### src/hdl/voc_isqrt.sv
// ----------------------------------------------------------------------------
// voc_isqrt - iterative integer square root
// Floor square root, one result bit per cycle.
// ----------------------------------------------------------------------------
`default_nettype none

module voc_isqrt #(
    parameter int W = 52
) (
    input  wire logic             i_clk,
    input  wire logic             i_rst_n,
    input  wire logic             i_start,
    input  wire logic [W-1:0]     i_op,
    output logic                  o_done,
    output logic      [W/2-1:0]   o_root
);

    localparam int RW = W / 2;
    localparam int CW = $clog2(RW + 1);

    logic [W-1:0]  r_op;
    logic [RW:0]   r_rem;
    logic [RW-1:0] r_root;
    logic [CW-1:0] r_cnt;
    logic          r_busy;
    logic          r_done;
    logic [RW+2:0] rem_sh;
    logic [RW+2:0] trial;
    logic [RW+2:0] diff;
    logic          take;

    assign rem_sh = {r_rem, r_op[W-1:W-2]};
    assign trial  = {1'b0, r_root, 2'b01};
    assign diff   = rem_sh - trial;
    assign take   = (rem_sh >= trial);

    always_ff @(posedge i_clk) begin
        if (!i_rst_n) begin
            r_busy <= 1'b0;
            r_done <= 1'b0;
            r_cnt  <= '0;
        end else begin
            r_done <= 1'b0;
            if (i_start) begin
                r_busy <= 1'b1;
                r_cnt  <= '0;
            end else if (r_busy) begin
                r_cnt <= r_cnt + 1'b1;
                if (r_cnt == CW'(RW - 1)) begin
                    r_busy <= 1'b0;
                    r_done <= 1'b1;
                end
            end
        end
    end

    always_ff @(posedge i_clk) begin
        if (i_start) begin
            r_op   <= i_op;
            r_rem  <= '0;
            r_root <= '0;
        end else if (r_busy) begin
            r_op <= {r_op[W-3:0], 2'b00};
            if (take) begin
                r_rem  <= diff[RW:0];
                r_root <= {r_root[RW-2:0], 1'b1};
            end else begin
                r_rem  <= rem_sh[RW:0];
                r_root <= {r_root[RW-2:0], 1'b0};
            end
        end
    end

    assign o_done = r_done;
    assign o_root = r_root;

endmodule

`default_nettype wire

### config.mk
export PLATFORM = sky130hd
export DESIGN_NAME = voc_isqrt
export DESIGN_NICKNAME = d
export VERILOG_FILES = /design/src/hdl/voc_isqrt.sv
export SDC_FILE = /design/constraint.sdc
export NUM_CORES = 1
export LEC_CHECK = 0
export BUFFER_PORTS_ARGS = -buffer_cell sky130_fd_sc_hd__buf_2
export CORE_MARGIN = 5
export CORE_UTILIZATION = 58
export CTS_CLUSTER_SIZE = 30
export DETAILED_ROUTE_END_ITERATION = 8
export GPL_TIMING_DRIVEN = 0
export PLACE_DENSITY = 0.8
export SLEW_MARGIN = 5
export SYNTH_ARGS = -nofsm -noshare
export SYNTH_HDL_FRONTEND = slang
export SYNTH_SLANG_ARGS = --single-unit
export TNS_END_PERCENT = 30
### constraint.sdc
create_clock -name i_clk -period 5.2 [get_ports i_clk]
set_input_delay 1.04 -clock i_clk [delete_from_list [all_inputs] [get_ports i_clk]]
set_output_delay 1.04 -clock i_clk [all_outputs]
set_load 0.05 [all_outputs]
==> results.py, run 1 <==
metrics = {
    "placement": {
        "io_buffers": 81,
        "dp.cells": 815,
        "dpl.hpwl_um": 10800,
        "pre_cts_ws_ps": 2080,
        "gp_congestion": 0.953,
    },
    "floorplan": {
        "row_count": 37,
        "initial_core_util": 0.598,
        "coreArea_um2": 10400,
        "dieArea_um2": 12900,
        "die_w_um": 113,
        "die_y_um": 113,
        "ios": 82,
    },
    "synthesis": {
        "synth_edf_count": 52,
        "synth_top_cell_by_area": "edfxtp_1",
        "netlist_instances": 597,
        "synth.distinct_cells": 64,
        "synth_top_area_frac": 0.252,
        "syn-mean-instance-area_um2": 10.4,
        "synth-seq-cells": 112,
        "ys.flop_type": "dfxtp_1",
        "async_flop_share": 0,
        "synth_compound_area_frac": 0.144,
        "synth_fp_nets": 682,
        "synth_adder_area_share": 0.0606,
        "synth_top_family_by_area": "multiplexers",
        "ys_warn_count": 0,
        "synth-simple-area-share": 0.111,
        "synth_area_leaders": "edfxtp_1 25%, dfxtp_1 19%, mux2_2 9.1%",
        "synth_common_cells": "65 x nor2_1, 60 x dfxtp_1, 52 x edfxtp_1",
        "synth-seq-area-share": 0.446,
        "synth.cell_area_um2": 6200,
        "yosysMostFrequentCell": "nor2_1",
        "synth-xor-area-share": 0.0325,
        "synthMuxAreaShare": 0.154,
    },
    "pwr": {
        "p_total_mw": 3.46,
        "p_per_area_nw_per_um2": 494,
        "peakVddDrop_mv": 0.317,
        "leakage_nw": 2.88,
    },
    "timing": {
        "layout_setup_ws_ps": 2010,
        "slew_viol_final": 0,
        "setup_viol": 0,
        "fin_crit_ps": 3190,
        "rsz0062_at_grt": "false",
        "slew_headroom": 0.484,
        "skew_ps": 14.9,
        "post-route-period-util": 0.614,
        "hold_viol_final": 0,
        "worst_slew_pin_slew_ps": 774,
        "fmax_mhz": 313,
        "tns_ps": 0,
    },
    "drt": {
        "finalWirelength_um": 14700,
        "drc": 0,
        "wl_per_cell_um": 17.7,
        "firstDrtPassIters": 5,
        "vias_per_cell": 5.95,
        "drt-initial-drc-count": 410,
        "postRouteAntennaNets": 0,
        "vias": 4948,
    },
    "clock_tree": {
        "post_cts_buffers": 0,
        "clkLatencyLatePin_ps": 390,
        "clk_pin_slew_ps": 120,
        "htree_levels": 3,
        "ctsHoldBuffers": 0,
        "numCtsBuffers": 9,
        "cts_num_sinks": 112,
        "post_cts_resized": 0,
        "cts_tree": "built",
        "cts_buffer_depth": 2,
        "cts_root_buf": "clkbuf_8",
    },
    "status": {
        "status": "complete, no violations",
    },
    "layout": {
        "antenna_cells": 0,
        "drive_above_1_share": 0.250,
        "nets": 775,
        "area_delta_synth_final_pct": 12.9,
        "finalNonFillerCells": 831,
    },
    "job": {
        "cap_viol_max_count": 0,
    },
    "setup_path": {
        "critical_path_class": "register to register",
        "worstPathMaxFanout": 5,
        "crit_path_end_kind": "register",
        "required_ps": 5510,
        "cp_data_arrival_time_ps": 3500,
        "cp-start-kind": "register",
    },
    "global_routing": {
        "grt_max_degree": 29,
        "antenna_found_initial": 0,
        "grt-ovfl-total": 0,
        "first_global_vias": 4933,
        "grt_pass1_wl_um": 24000,
        "grtUsageTotal": 0.231,
    },
    "hold_path": {
        "min_path_type": "register to register",
    },
}
==> cells in the final DEF (no fill, tap or decap), types with 11 or more instances in the layout <==
cell type  count
nor2_1        65
a21o_1        12
buf_2         89
nor3_1        11
clkbuf_1      22
a211oi_1      20
and3_1        11
dfxtp_1       60
a21oi_1       20
nand2_1       22
nand3_1       11
mux2_2        50
inv_1         35
ha_1          30
edfxtp_1      52
mux2i_1       39
xnor2_1       14
o21ai_0       13
==> layout make-up <==
type | count | area (µm²)
clock buffer | 9 | 124
timing repair buffer | 82 | 425
fill | 839 | 3370
inverter | 36 | 135
sequential | 112 | 2760
buffer | 37 | 186
multi-input combinational | 412 | 3120
clock inverter | 7 | 77.6
tap | 136 | 170
==> routing by layer <==
metal	vias up	wire, µm	global-route usage
li1	2373	-	-
met1	2348	6330	0.307
met2	205	7030	0.390
met3	22	1080	0.0412
met4	0	227	0.0593
met5	-	0	0
==> kinds of logic after synthesis <==
| kind of cell | after synthesis |
|---|---|
| buf+inv | 73 |
| flops | 112 |
| mux | 89 |
| compound gates | 122 |
| fa+ha+maj | 30 |
| simple gates | 148 |
| xor+xnor | 23 |
==> worst max-delay path, stage by stage, from the launching register on <==
cell and delay, ps:
dfxtp_1 390, inv_1 70, ha_1 360, nor2b_1 170, o31ai_1 420, a21oi_2 210
a31oi_1 410, a41oi_1 340, a221oi_1 450, xor2_1 120, o31ai_1 190
==> where the power goes <==
group	total, mW	switching, mW	internal [mW]	leakage [nW]
clock network	0.534	0.341	0.193	0.0983
logic	1.81	1.03	0.778	1.77
registers	1.12	0.0760	1.04	1.01
total	3.46	1.45	2.01	2.88
==> worst paths after layout <==
| check | startpoint | endpoint | slack (ps) | cells after the start |
|---|---|---|---|---|
| worst max-delay path | o_root[0] | r_rem[26] | 2010 | 10 |
| worst min register to register | r_rem[17] | r_rem[17] | 510 | 2 |
| worst max register to register | o_root[0] | r_rem[26] | 2010 | 10 |
| worst min-delay path | r_rem[17] | r_rem[17] | 510 | 2 |
==> flip-flops by register name, indices dropped and copies added (netlist names) <==
signal  cells
r_cnt       5
o_root     26
r_rem      27
r_op       52
r_busy      1
o_done      1
==> metrics by stage <==
stage	util	instance area [µm²]	hold WS, ps
2_1_floorplan	-	6200	470
3_3_place_gp	0.653	6770	486
3_5_place_dp	0.655	6800	497
4_1_cts	0.675	7000	514
5_1_grt	0.675	7000	538
6_report	0.675	7000	512
Note: power is estimated with default switching activity, not from simulation.
==> run 2, diff against run 1 <==
==> constraint.sdc (replaced) <==
create_clock -name i_clk -period 3.3 [get_ports i_clk]
set_input_delay 0.66 -clock i_clk [delete_from_list [all_inputs] [get_ports i_clk]]
set_output_delay 0.66 -clock i_clk [all_outputs]
set_load 0.05 [all_outputs]
==> results.py, run 2 (synthesized netlist as in run 1, its figures left out) <==
metrics = {
    "layout": {
        "nets": 775,
        "fin_area_um2": 7010,
        "final_cell_mix": "89 x buf_2, 65 x nor2_1, 60 x dfxtp_1",
        "nFillCells": 839,
        "final_common_cell": "buf_2",
        "finalNonFillerCells": 831,
        "regMostFlops": "r_op",
        "antenna_cells": 0,
        "fin_util": 0.676,
        "drive_above_1_share": 0.253,
        "largest_reg_flops": 52,
        "area_delta_synth_final_pct": 13.1,
    },
    "timing": {
        "tns_ps": 0,
        "worst_slew_pin_slew_ps": 784,
        "setup_viol": 0,
        "post-route-period-util": 0.919,
        "hold_viol_final": 0,
        "slew_viol_final": 0,
        "layout_setup_ws_ps": 267,
        "rsz0062_at_grt": "false",
        "fin_hold_ws_ps": 513,
        "fin_crit_ps": 3030,
        "fmax_mhz": 330,
        "slew_headroom": 0.477,
        "skew_ps": 12.2,
    },
    "floorplan": {
        "coreArea_um2": 10400,
        "die_w_um": 113,
        "dieArea_um2": 12900,
        "ios": 82,
        "die_y_um": 113,
        "initial_core_util": 0.598,
        "row_count": 37,
    },
    "pwr": {
        "power.internal_mw": 3.18,
        "seqPwrFrac": 0.322,
        "power_frac_comb": 0.525,
        "p_total_mw": 5.47,
        "p_sw_mw": 2.29,
        "switching_share": 0.419,
        "peakVddDrop_mv": 0.497,
        "p_per_area_nw_per_um2": 781,
        "clock_power_share": 0.154,
        "leakage_nw": 2.88,
    },
    "status": {
        "status": "complete, no violations",
    },
    "drt": {
        "finalWirelength_um": 14700,
        "drt-initial-drc-count": 442,
        "vias": 4934,
        "firstDrtPassIters": 5,
        "vias_per_cell": 5.94,
        "postRouteAntennaNets": 0,
        "drc": 0,
        "wl_per_cell_um": 17.7,
    },
    "placement": {
        "pre_cts_ws_ps": 179,
        "dp.cells": 815,
        "gp_congestion": 0.953,
        "place_area_um2": 6800,
        "io_buffers": 81,
        "dpl.hpwl_um": 10800,
    },
    "global_routing": {
        "grt_max_degree": 29,
        "first_global_vias": 4933,
        "grt-ovfl-total": 0,
        "grtUsageMet1": 0.307,
        "grtUsageTotal": 0.231,
        "use_met2": 0.390,
        "grt_pass1_wl_um": 24000,
        "met3_usage": 0.0412,
        "busiest_layer": "met2",
        "antenna_found_initial": 0,
    },
    "setup_path": {
        "reg2reg_from": "o_root[3]",
        "required_ps": 3600,
        "reg2reg_depth": 12,
        "crit_chain": "inv_1 > ha_1 > nor4_1 > and3_1 > and4b_1 > a211oi_2 > o21ai_2 > a31o_1 > buf_6 > buf_6 > mux2i_1 > a211oi_1",
        "cp_data_arrival_time_ps": 3330,
        "slowest_delay_ps": 390,
        "crit_path_end_kind": "register",
        "critical_path_buf_inv_count": 3,
        "r2r_slack_ps": 270,
        "cp-start-kind": "register",
        "critical_path_class": "register to register",
        "crit_family": "compound AO/OA/AOI/OAI gates",
        "crit_top_cell": "buf_6",
        "slowest_stage": "dfxtp_1",
        "r2r_end": "r_rem[13]",
        "worstPathMaxFanout": 10,
    },
    "clock_tree": {
        "cts_num_sinks": 112,
        "cts_buffer_depth": 2,
        "ctsHoldBuffers": 0,
        "htree_levels": 3,
        "cts_root_buf": "clkbuf_8",
        "post_cts_resized": 0,
        "clk_pin_slew_ps": 120,
        "numCtsBuffers": 9,
        "post_cts_buffers": 0,
        "cts_tree": "built",
        "clkLatencyLatePin_ps": 390,
    },
    "hold_path": {
        "hold_start": "r_rem[17]",
        "holdPathEnd": "r_rem[17]",
        "min_path_type": "register to register",
        "min_path_cells": 2,
    },
    "job": {
        "cap_viol_max_count": 0,
    },
}
-- run 2: cell type report --
class	instances	area [µm²]	area share
flip-flops and latches	112	2760	0.394
multi-input cells	412	3130	0.446
well taps	136	170	0.0243
plain buffers	37	186	0.0266
repair buffers	82	425	0.0607
inverters	36	135	0.0193
clock inverters	7	77.6	0.0111
clock buffers	9	124	0.0177
-- run 2: how the worst max path moves through the flow --
| stage | startpoint | depth (start not counted) | slack [ps] | endpoint |
|---|---|---|---|---|
| CTS | o_root[0] | 10 | 160 | r_rem[26] |
| floorplan | o_root[10] | 12 | 390 | r_rem[14] |
| finish | o_root[3] | 12 | 270 | r_rem[13] |
| global placement | i_start | 4 | 30 | r_op[0] |
| global route | o_root[5] | 10 | 80 | r_rem[26] |
| detailed placement | o_root[0] | 10 | 180 | r_rem[26] |
-- run 2: worst min-delay path, stage by stage, from the launching register on --
cell and delay, ps:
dfxtp_1 340, nor2_1 90, a211oi_1 50
-- run 2: power by group through the flow --
stage	clock (mW)	sequential (mW)	combinational, mW
finish	0.841	1.76	2.87
global route	0.910	1.77	3.09
CTS	0.851	1.76	2.79
detailed placement	0	1.79	2.77
global placement	0	1.78	2.68
floorplan	0	1.76	2.17
-- run 2: layer usage --
metal	up-vias	wire (µm)
met4	0	254
met1	2347	6410
met2	185	7060
met3	27	990
li1	2375	-
met5	-	0
