## config.mk

```make
export PLATFORM = sky130hd
export DESIGN_NAME = voc_div
export DESIGN_NICKNAME = d
export VERILOG_FILES = /design/src/hdl/voc_div.sv
export SDC_FILE = /design/constraint.sdc
export NUM_CORES = 1
export LEC_CHECK = 0
export ABC_AREA = 1
export BUFFER_PORTS_ARGS = -buffer_cell sky130_fd_sc_hd__buf_2
export CORE_ASPECT_RATIO = 0.5
export CORE_MARGIN = 3
export CORE_UTILIZATION = 51
export CTS_CLUSTER_SIZE = 40
export DETAILED_ROUTE_END_ITERATION = 12
export GPL_TIMING_DRIVEN = 0
export PLACE_DENSITY = 0.85
export SYNTH_ARGS = -nofsm -noshare
export SYNTH_HDL_FRONTEND = slang
export SYNTH_SLANG_ARGS = --single-unit
```

## constraint.sdc

```tcl
create_clock -name i_clk -period 2.45 [get_ports i_clk]
set_input_delay 0.245 -clock i_clk [delete_from_list [all_inputs] [get_ports i_clk]]
set_output_delay 0.245 -clock i_clk [all_outputs]
set_load 0.01 [all_outputs]
```

## src/hdl/voc_div.sv

```systemverilog
// ----------------------------------------------------------------------------
// voc_div - iterative unsigned divider
// Restoring division, one quotient bit per cycle.
// ----------------------------------------------------------------------------
`default_nettype none

module voc_div #(
    parameter int NW = 40,
    parameter int DW = 24
) (
    input  wire logic          i_clk,
    input  wire logic          i_rst_n,
    input  wire logic          i_start,
    input  wire logic [NW-1:0] i_num,
    input  wire logic [DW-1:0] i_den,
    output logic               o_done,
    output logic      [NW-1:0] o_quo
);

    localparam int CW = $clog2(NW + 1);

    logic [NW-1:0] r_num;
    logic [NW-1:0] r_quo;
    logic [DW-1:0] r_den;
    logic [DW-1:0] r_rem;
    logic [CW-1:0] r_cnt;
    logic          r_busy;
    logic          r_done;
    logic [DW:0]   rem_sh;
    logic [DW:0]   diff;
    logic          take;

    assign rem_sh = {r_rem, r_num[NW-1]};
    assign diff   = rem_sh - {1'b0, r_den};
    assign take   = (rem_sh >= {1'b0, r_den});

    always_ff @(posedge i_clk) begin
        if (!i_rst_n) begin
            r_busy <= 1'b0;
            r_done <= 1'b0;
            r_cnt  <= '0;
        end else begin
            r_done <= 1'b0;
            if (i_start) begin
                r_busy <= 1'b1;
                r_cnt  <= '0;
            end else if (r_busy) begin
                r_cnt <= r_cnt + 1'b1;
                if (r_cnt == CW'(NW - 1)) begin
                    r_busy <= 1'b0;
                    r_done <= 1'b1;
                end
            end
        end
    end

    always_ff @(posedge i_clk) begin
        if (i_start) begin
            r_num <= i_num;
            r_den <= i_den;
            r_rem <= '0;
            r_quo <= '0;
        end else if (r_busy) begin
            r_num <= {r_num[NW-2:0], 1'b0};
            r_quo <= {r_quo[NW-2:0], take};
            r_rem <= take ? diff[DW-1:0] : rem_sh[DW-1:0];
        end
    end

    assign o_done = r_done;
    assign o_quo  = r_quo;

endmodule

`default_nettype wire

```

==> summary.md, run 1 <==
| Metric | Value |
|---|---|
| Relative slew margins | `a little under three fifths` |
| RSZ-0062 raised after global routing | `no` |
| Clk root buf | `clkbuf_16` |
| Final HPWL from detailed placement | `11900 um` |
| Final Cell Area | `8270 um^2` |
| Hold Crit Class | `input port to flop` |
| FF-to-FF End | `r_rem[22]` |
| CTS Sinks | `around 140` |
| Worst EP required | `2760 ps` |
| Seq/Total Area, Yosys | `50.1%` |
| Diode count | `0` |
| Fin crit share | `between 90% and 100%` |
| Crit path largest cell delay | `360 ps` |
| Mean area per synthesized cell | `8.01 um^2` |
| Worst skew pair latency | `420 ps` |
| Static leakage | `4.01 nW` |
| CTS H-Tree Depth | `4` |
| CP startpoint | `r_den[19]` |
| Worst reg2reg path depth | `13` |
| Hold Path Depth | `1` |
| Most frequent cells in the layout | `nand2_1, inv_1, buf_2` |
| Initial Util | `54.5%` |
| Routability Congestion | `0.934` |
| Register-to-register setup slack | `150 ps` |
| Crit Reg-Reg Startpoint | `r_den[19]` |
| Final hold violation count | `0` |
| Most frequent CP cell | `nand2_1` |
| First-pass GRT wire length | `27200 um` |
| Clock Skew | `~11 ps` |
| Worst Hold Launch | `i_den[20]` |
| Post-synth ARST share | `0%` |
| CP Launch Type | `flop` |
| Register clock-pin slew on the reported worst setup and hold paths | `60 ps` |
| Largest net degree at the start of global routing | `50` |
| Total congestion overflow | `0` |
| Antenna violations before repair | `0` |
| Fin worst setup slack | `146 ps` |
| Setup WS pre-CTS | `-567 ps` |
| Total track usage | `about 23%` |
| Synthesized Nets | `931` |
| Post-synthesis adder-cell area fraction | `4.96%` |
| Finish-stage setup viols | `0` |
| WL/cell | `14.3 um` |
| Max-slew violation count | `0` |
| Placed cell areas | `around 7500 um^2` |
| CP Class | `flop to flop` |
| Post CTS Setup Buffer Count | `0` |
| Yosys cell types | `39` |
| CP max stage cell | `edfxtp_1` |
| Largest family of logic cells by synthesized area | `simple AND/OR/NAND/NOR gates` |
| Yosys top cell by area | `edfxtp_1` |
| Share of layout cells above drive strength 1 | `16.5%` |
| Fin nets | `roughly 1100` |
| Crit-path cells | `inv_1 > ha_1 > nand2_1 > nor2_1 > nand2_1 > nor2_1 > nand3b_1 > nand3_2 > buf_6 > buf_6 > nand3_1 > nand3_1 > nand2_1` |
| Max Cap Violations | `0` |
| DR vias | `6011` |
| Peak VDD IR | `0.000399 V` |
| Die Y | `87.1 um` |
| Rows | `28` |
| Layout area overhead | `23.2%` |
| Post-synth EDFFs | `64` |
| Critical path endpoint category | `flop` |
| DRC viols | `0` |
| Mapped Cells | `approximately 840` |
| Detailed Routing Iterations Pass 1 | `6` |
| Post-Synth XOR/XNOR Area | `1.57%` |
| Mux cell area share after synthesis | `0%` |
| Core Area | `~12000 um^2` |
| Port Buffer Count | `107` |
| Cell Area, Synth | `about 6700 um^2` |
| Run status | `finished clean` |
| Wirelength, routed | `16600 um` |
| Critical path fanouts, max | `10` |
| Vias in the first global route | `5826` |
| ANT nets after route | `0` |
| Worst slew pin tran | `672 ps` |
| Post-layout minimum cycle time | `roughly 2300 ps` |
| Total CTS buffers | `17` |
| WP data arrival | `around 2600 ps` |
| Power Density | `around 700 nW/um^2` |
| Drt via density | `5.18` |
| Main synth FF type | `dfxtp_1` |
| Clock Tree Buf Depth | `2` |
| CTS tree | `done` |
| I/O Pins | `108` |
| Ranking of synthesized cells by area | `edfxtp_1, dfxtp_1, nand2_1, inv_1, ha_1` |
| Synth warn | `0` |
| Yosys reg bits | `136` |
| Worst Hold Path EP | `r_den[20]` |
| Buf/Inv on CP | `3` |
| Die Area | `14700 um^2` |
| Die X | `168 um` |
| Complex-gate fraction of the synthesized area | `9.11%` |
| Most common cell after layout, fill and taps aside | `nand2_1` |
| Max Freq | `434 MHz` |
| Top-area cell type share of the netlist area | `28.6%` |
| Simple-gate portion of the synthesized area | `25.3%` |
| Drt first-iter violations | `408` |
| CP top delay family | `simple AND/OR/NAND/NOR gates` |
## power by group
part	internal, mW	leakage, nW	switching, mW
Sequential	2.50	1.23	0.0311
Combinational	0.171	2.49	0.296
Clock	1.63	0.291	1.04
Total	4.30	4.01	1.37
## worst register-to-register path: stages, from the launching register on
cell,delay (ps)
edfxtp_1,360
inv_1,50
ha_1,350
nand2_1,120
nor2_1,290
nand2_1,90
nor2_1,110
nand3b_1,120
nand3_2,140
buf_6,150
buf_6,160
nand3_1,100
nand3_1,90
nand2_1,60
## sequential cells by signal, indices dropped and copies added, names as in the netlist
signal / cells
r_num: 40
o_done: 1
r_rem: 24
r_cnt: 6
r_den: 24
o_quo: 40
r_busy: 1
## stage by stage
stage / setup TNS (ps) / cells / power, mW / util, % / hold slack [ps]
finish: 0 / 1161 / 5.67 / 67.1 / 14.3
global route: 0 / 1161 / 5.87 / 67.1 / 1.35
CTS: 0 / 1159 / 5.68 / 66.8 / 1.55
detailed placement: -27090 / 1110 / 3.01 / 60.5 / 424
global placement: -23510 / 1110 / 2.99 / 60.5 / 421
floorplan: 0 / 838 / 2.86 / - / 344
## per-layer routing
metal | part of all wire (%) | track usage, %
met4 | 2.3 | 8.09
met2 | 46 | 39.2
met1 | 45 | 29.6
met3 | 6.0 | 4.99
met5 | 0 | 0
## layout make-up
type / instances / area, um^2
buffer: 26 / 136
sequential: 136 / 3360
inverter: 125 / 469
tap: 165 / 206
clock buffer: 18 / 429
fill: 1019 / 4060
clock inverter: 14 / 183
multi-input combinational: 551 / 2760
timing repair buffer: 126 / 726
## worst max path at each step
stage	end	slack, ps	cells past startpoint
finish	r_rem[22]	150	13
floorplan	r_rem[0]	550	12
detailed placement	r_num[12]	-570	5
global route	r_rem[22]	8	13
global placement	r_num[12]	-500	5
CTS	r_rem[0]	170	12
## cells by family (layout without fill, tap and decap cells)
logic type / after synthesis / count (layout)
AND/OR/NAND/NOR: 407 / 407
XOR/XNOR: 12 / 12
buffers and inverters: 151 / 309
flip-flops: 136 / 136
AO/OA/AOI/OAI: 106 / 106
adder cells (fa/ha/maj): 26 / 26
## cells in the mapped netlist, drive strengths merged, types with 4 or more instances
| cell | count |
|---|---|
| o22ai | 38 |
| nand3 | 33 |
| nand3b | 5 |
| nand4 | 8 |
| nor3 | 6 |
| or2 | 11 |
| a21oi | 36 |
| o21ai | 27 |
| xnor2 | 9 |
| clkbuf | 18 |
| buf | 8 |
| ha | 25 |
| nor3b | 4 |
| dfxtp | 72 |
| edfxtp | 64 |
| nand2 | 293 |
| inv | 123 |
| nor2 | 45 |
## timing repair
action	CTS	global route
resized for setup	1	3
gates cloned	0	0
setup endpoints to repair	49	4
hold buffers	17	2
hold endpoints to repair	17	2
(Power assumes the default switching activity.)
==> run 2, diff against run 1 <==
Settings changed: CORE_UTILIZATION 51 to 45, PLACE_DENSITY 0.85 to 0.77, SKIP_CTS_REPAIR_TIMING set to 1.
==> run 2 against run 1 <==
  * Die area grew 13%
  * Critical path depth is the same
  * Routed wire length down 3.0%
  * Cell count rose by 1.8%
  * Register-to-register slack improved by 20 ps
  * Final area decreased by 0.39%
  * Clock-buffer cell count unchanged
  * Critical endpoint unchanged
  * Largest cell class unchanged
  * Largest power group unchanged
  * Highest routed layer unchanged
==> summary.md, run 2 (synthesis results as in run 1) <==
| Metric | Value |
|---|---|
| Clock Tree Buf Depth | `2` |
| Relative slew margins | `57.0%` |
| WL met3 | `906 um` |
| Most frequent cells in the layout | `nand2_1, inv_1, buf_2` |
| Core Area | `14100 um^2` |
| ANT nets after route | `0` |
| Routability Congestion | `a little over 0.9` |
| Vias in the first global route | `about 5600` |
| Peak VDD IR | `0.000429 V` |
| Register-to-register setup slack | `160 ps` |
| WL/cell | `between 10 and 15 um` |
| First-pass GRT wire length | `between 20000 and 30000 um` |
| Total congestion overflow | `0` |
| Fin util | `roughly three fifths` |
| Drt via density | `between 4 and 5` |
| Most common cell after layout, fill and taps aside | `nand2_1` |
| Worst skew pair latency | `420 ps` |
| Register clock-pin slew on the reported worst setup and hold paths | `60 ps` |
| Static leakage | `3.96 nW` |
| I/O Pins | `108` |
| Final HPWL from detailed placement | `11700 um` |
| Worst Hold Path EP | `r_den[15]` |
| Final Cell Area | `8240 um^2` |
| Placed cell areas | `7490 um^2` |
| Fin nets | `about 1100` |
| DRC viols | `0` |
| Share of layout cells above drive strength 1 | `16.8%` |
| WL met2 | `about 7500 um` |
| Die X | `179 um` |
| Met1 Wirelength | `7480 um` |
| WP data arrival | `between 2000 and 3000 ps` |
| CTS tree | `done` |
| Max Cap Violations | `0` |
| Die Area | `16500 um^2` |
| Largest net degree at the start of global routing | `50` |
| Fin Setup TNS | `0 ps` |
| Critical path fanouts, max | `10` |
| Fin crit share | `93.3%` |
| Antenna violations before repair | `0` |
| Clk root buf | `clkbuf_16` |
| Final hold violation count | `0` |
| Hold Path Depth | `1` |
| Detailed Routing Iterations Pass 1 | `5` |
| Power Density | `671 nW/um^2` |
| Wirelength, routed | `roughly 16000 um` |
| Rows | `30` |
| CTS H-Tree Depth | `4` |
| Total CTS buffers | `17` |
| Worst EP required | `2760 ps` |
| CP Launch Type | `flop` |
| Top sig layer | `met4` |
| FF-to-FF End | `r_rem[22]` |
| Max Freq | `438 MHz` |
| Hold Crit Class | `input port to flop` |
| Drt first-iter violations | `364` |
| Initial Util | `47.7%` |
| CP Class | `flop to flop` |
| Post-layout minimum cycle time | `2290 ps` |
| Finish-stage setup viols | `0` |
| Total track usage | `20.0%` |
| Worst Hold Launch | `i_den[15]` |
| Run status | `finished clean` |
| CP startpoint | `r_den[14]` |
| CTS Sinks | `~140` |
| Die Y | `92.4 um` |
| DR vias | `5851` |
| Critical path endpoint category | `flop` |
| Diode count | `0` |
| Crit Reg-Reg Startpoint | `r_den[14]` |
| Layout area overhead | `22.7%` |
| Worst slew pin tran | `between 600 and 700 ps` |
| Max-slew violation count | `0` |
| Worst reg2reg path depth | `13` |
| Clock Skew | `12.3 ps` |
| Port Buffer Count | `about 110` |
run 2: cell count changes in the layout (fill, tap and decap cells not counted), sizes merged:
cell	delta
bufinv	-2
inv	+1
clkinvlp	+1
dlygate4sd3	-6
run 2: layer usage:
| layer | vias up | GRT usage (%) |
|---|---|---|
| li1 | 2983 | - |
| met3 | 21 | 4.67 |
| met4 | 0 | 4.40 |
| met2 | 143 | 33.1 |
| met1 | 2704 | 26.9 |
| met5 | - | 0 |
run 2: worst max path at each step:
stage	cells after the start	end	slack (ps)
6_report	13	r_rem[22]	160
5_1_grt	13	r_rem[9]	-9
4_1_cts	5	r_num[0]	-110
3_5_place_dp	5	r_num[13]	-550
3_3_place_gp	5	r_num[13]	-540
2_1_floorplan	12	r_rem[0]	550
run 2: area by class of cell:
type                            count  area (um^2)
Buffer                             26          136
Clock buffer                       18          429
Clock inverter                     14          156
Fill cell                        1293         5830
Inverter                          125          469
Multi-Input combinational cell    551         2780
Sequential cell                   136         3360
Tap cell                          192          240
Timing Repair Buffer              120          666
run 2: where the power goes:
group | total, mW | internal (mW) | switching [mW]
combinational | 0.459 | 0.167 | 0.292
clock | 2.54 | 1.44 | 1.09
sequential | 2.53 | 2.50 | 0.0304
run 2: worst max-delay path, cell delays in order, from the launching register on:
cell and delay (ps):
edfxtp_1 340, inv_1 50, ha_1 360, nand2_1 130, nor2_2 190, nand2_1 130, nor3_2 120, nand3b_1 140
nand3_2 140, buf_6 150, buf_6 160, nand3_1 120, nand3_1 100, nand2_1 60
run 2: stage by stage:
step	hold WS [ps]	total power, mW	cells	setup WS [ps]
after floorplan	344	2.86	838	546
after global placement	421	3.00	1137	-542
after detailed placement	423	3.01	1137	-550
after CTS	-7.57	5.56	1169	-105
after global routing	1.39	5.75	1182	-8.96
final	6.42	5.53	1182	164
==> run 3, diff against run 2 <==
Settings changed: PLACE_DENSITY 0.77 to 0.75.
Clock period 2.45 ns to 2.37 ns, I/O delays scaled along.
==> run 3 against run 2 <==
  * Clock-buffer cell count is the same
  * Largest power group is now registers
  * Non-clock buffer count grew 7
  * Critical path type unchanged
  * Die area is the same
  * Cell count grew 0.59%
  * First-iteration DRC count shrank 0.27%
  * Fmax grew 1.8%
  * Clock skew is essentially flat
  * Via count shrank 0.63%
==> summary.md, run 3 (synthesis results as in run 1) <==
| Metric | Value |
|---|---|
| Crit Reg-Reg Startpoint | `r_num[39]` |
| Max-slew violation count | `0` |
| Layout area overhead | `24.5%` |
| Critical path fanouts, max | `4` |
| Max Cap Violations | `0` |
| Post-layout minimum cycle time | `2250 ps` |
| CP max stage cell | `fa_1` |
| CP Launch Type | `flop` |
| WP data arrival | `roughly 2600 ps` |
| Hold Crit Class | `input port to flop` |
| WL/cell | `13.5 um` |
| Detailed Routing Iterations Pass 1 | `5` |
| ANT nets after route | `0` |
| Die Area | `approximately 17000 um^2` |
| Register area | `3360 um^2` |
| Port Buffer Count | `~110` |
| Run status | `finished clean` |
| Most frequent cells in the layout | `nand2_1, inv_1, buf_2` |
| Final Power | `5.60 mW` |
| Clock Tree Buf Depth | `2` |
| FF-to-FF End | `r_rem[22]` |
| Peak VDD IR | `between 0.0005 and 0.0006 V` |
| Relative slew margins | `53.9%` |
| CP top delay family | `simple AND/OR/NAND/NOR gates` |
| Rows | `30` |
| Total CTS buffers | `17` |
| Die Y | `92.4 um` |
| CTS tree | `done` |
| Clk root buf | `clkbuf_16` |
| Wirelength, routed | `16000 um` |
| Power Density | `around 670 nW/um^2` |
| Crit path largest cell delay | `between 400 and 500 ps` |
| Fin nets | `around 1100` |
| Finish-stage setup viols | `0` |
| Diode count | `0` |
| Fin Setup TNS | `0 ps` |
| Total track usage | `19.9%` |
| Crit. path cell count | `11` |
| Critical path endpoint category | `flop` |
| Multi-input gate area | `2860 um^2` |
| Total congestion overflow | `0` |
| Worst skew pair latency | `around 420 ps` |
| Drt first-iter violations | `363` |
| CP Class | `flop to flop` |
| Routability Congestion | `0.957` |
| DRC viols | `0` |
| Core Area | `around 14000 um^2` |
| Post-Layout Cell Count | `around 1200` |
| I/O Pins | `108` |
| CTS H-Tree Depth | `4` |
| Die X | `between 150 and 200 um` |
| Vias in the first global route | `5644` |
| Largest net degree at the start of global routing | `50` |
| Crit path capture | `r_rem[22]` |
| Max Freq | `445 MHz` |
| Worst EP required | `about 2700 ps` |
| Most common cell after layout, fill and taps aside | `nand2_1` |
| First-pass GRT wire length | `26500 um` |
| Placed Cells | `1137` |
| Clock Skew | `12.6 ps` |
| Share of layout cells above drive strength 1 | `between 10% and 20%` |
| Register-to-register setup slack | `about 120 ps` |
| Drt via density | `4.89` |
| Initial Util | `47.7%` |
| CTS Sinks | `136` |
| Fillers | `between 1000 and 1500` |
| Crit-path cells | `inv_1 > ha_1 > fa_1 > o21ai_2 > nand2_1 > nand2_1 > nand3_1 > nand4_1 > nand3_1 > nand3_1 > nand2_1` |
| Final hold violation count | `0` |
| Antenna violations before repair | `0` |
| Worst reg2reg path depth | `11` |
| DR vias | `5814` |
| Buf/Inv on CP | `1` |
| Worst slew pin tran | `692 ps` |
| Static leakage | `3.97 nW` |
| Fin crit share | `between 90% and 100%` |
| Register clock-pin slew on the reported worst setup and hold paths | `60 ps` |
| Final HPWL from detailed placement | `11800 um` |
| CP startpoint | `r_num[39]` |
-- run 3: cell type report --
class	instances	area share, %
Buffer	26	1.72
Clock buffer	18	5.13
Clock inverter	14	1.51
Inverter	125	5.61
Multi-Input combinational cell	551	34.2
Sequential cell	136	40.2
Tap cell	192	2.87
Timing Repair Buffer	127	8.74
-- run 3: worst reg2reg max path, stage by stage, from the launching register on --
cell	delay [ps]
edfxtp_1	370
inv_1	60
ha_1	220
fa_1	470
o21ai_2	290
nand2_1	80
nand2_1	150
nand3_1	140
nand4_1	120
nand3_1	110
nand3_1	90
nand2_1	50
-- run 3: layer usage --
layer / vias up / track usage (%) / share of wire, %
met5: - / 0 / 0
met4: 0 / 5.96 / 1.4
met3: 24 / 4.63 / 5.8
met2: 146 / 33.3 / 47
met1: 2643 / 25.9 / 46
li1: 3001 / - / -
-- run 3: power breakdown --
group / switching (mW) / internal (mW) / leakage, nW
sequential: 0.0325 / 2.59 / 1.23
combinational: 0.305 / 0.187 / 2.48
clock: 1.11 / 1.38 / 0.258
total: 1.45 / 4.16 / 3.97
-- run 3: worst min path at each step --
stage | startpoint | endpoint | slack, ps | depth (start not counted)
after floorplan | i_den[0] | r_den[0] | 340 | 0
after global placement | i_den[20] | r_den[20] | 410 | 1
after detailed placement | i_den[18] | r_den[18] | 420 | 1
after CTS | i_den[22] | r_den[22] | -20 | 1
after global routing | i_den[13] | r_den[13] | 4 | 1
final | i_den[9] | r_den[9] | 3 | 1
-- run 3: stage by stage --
step	instance area (um^2)	setup WS, ps	utilization [%]	hold WS [ps]
floorplan	6720	466	-	336
global placement	7490	-679	53.2	413
detailed placement	7490	-751	53.2	415
CTS	8050	-302	57.2	-22.2
global route	8360	-30.4	59.4	3.99
finish	8360	125	59.4	2.97
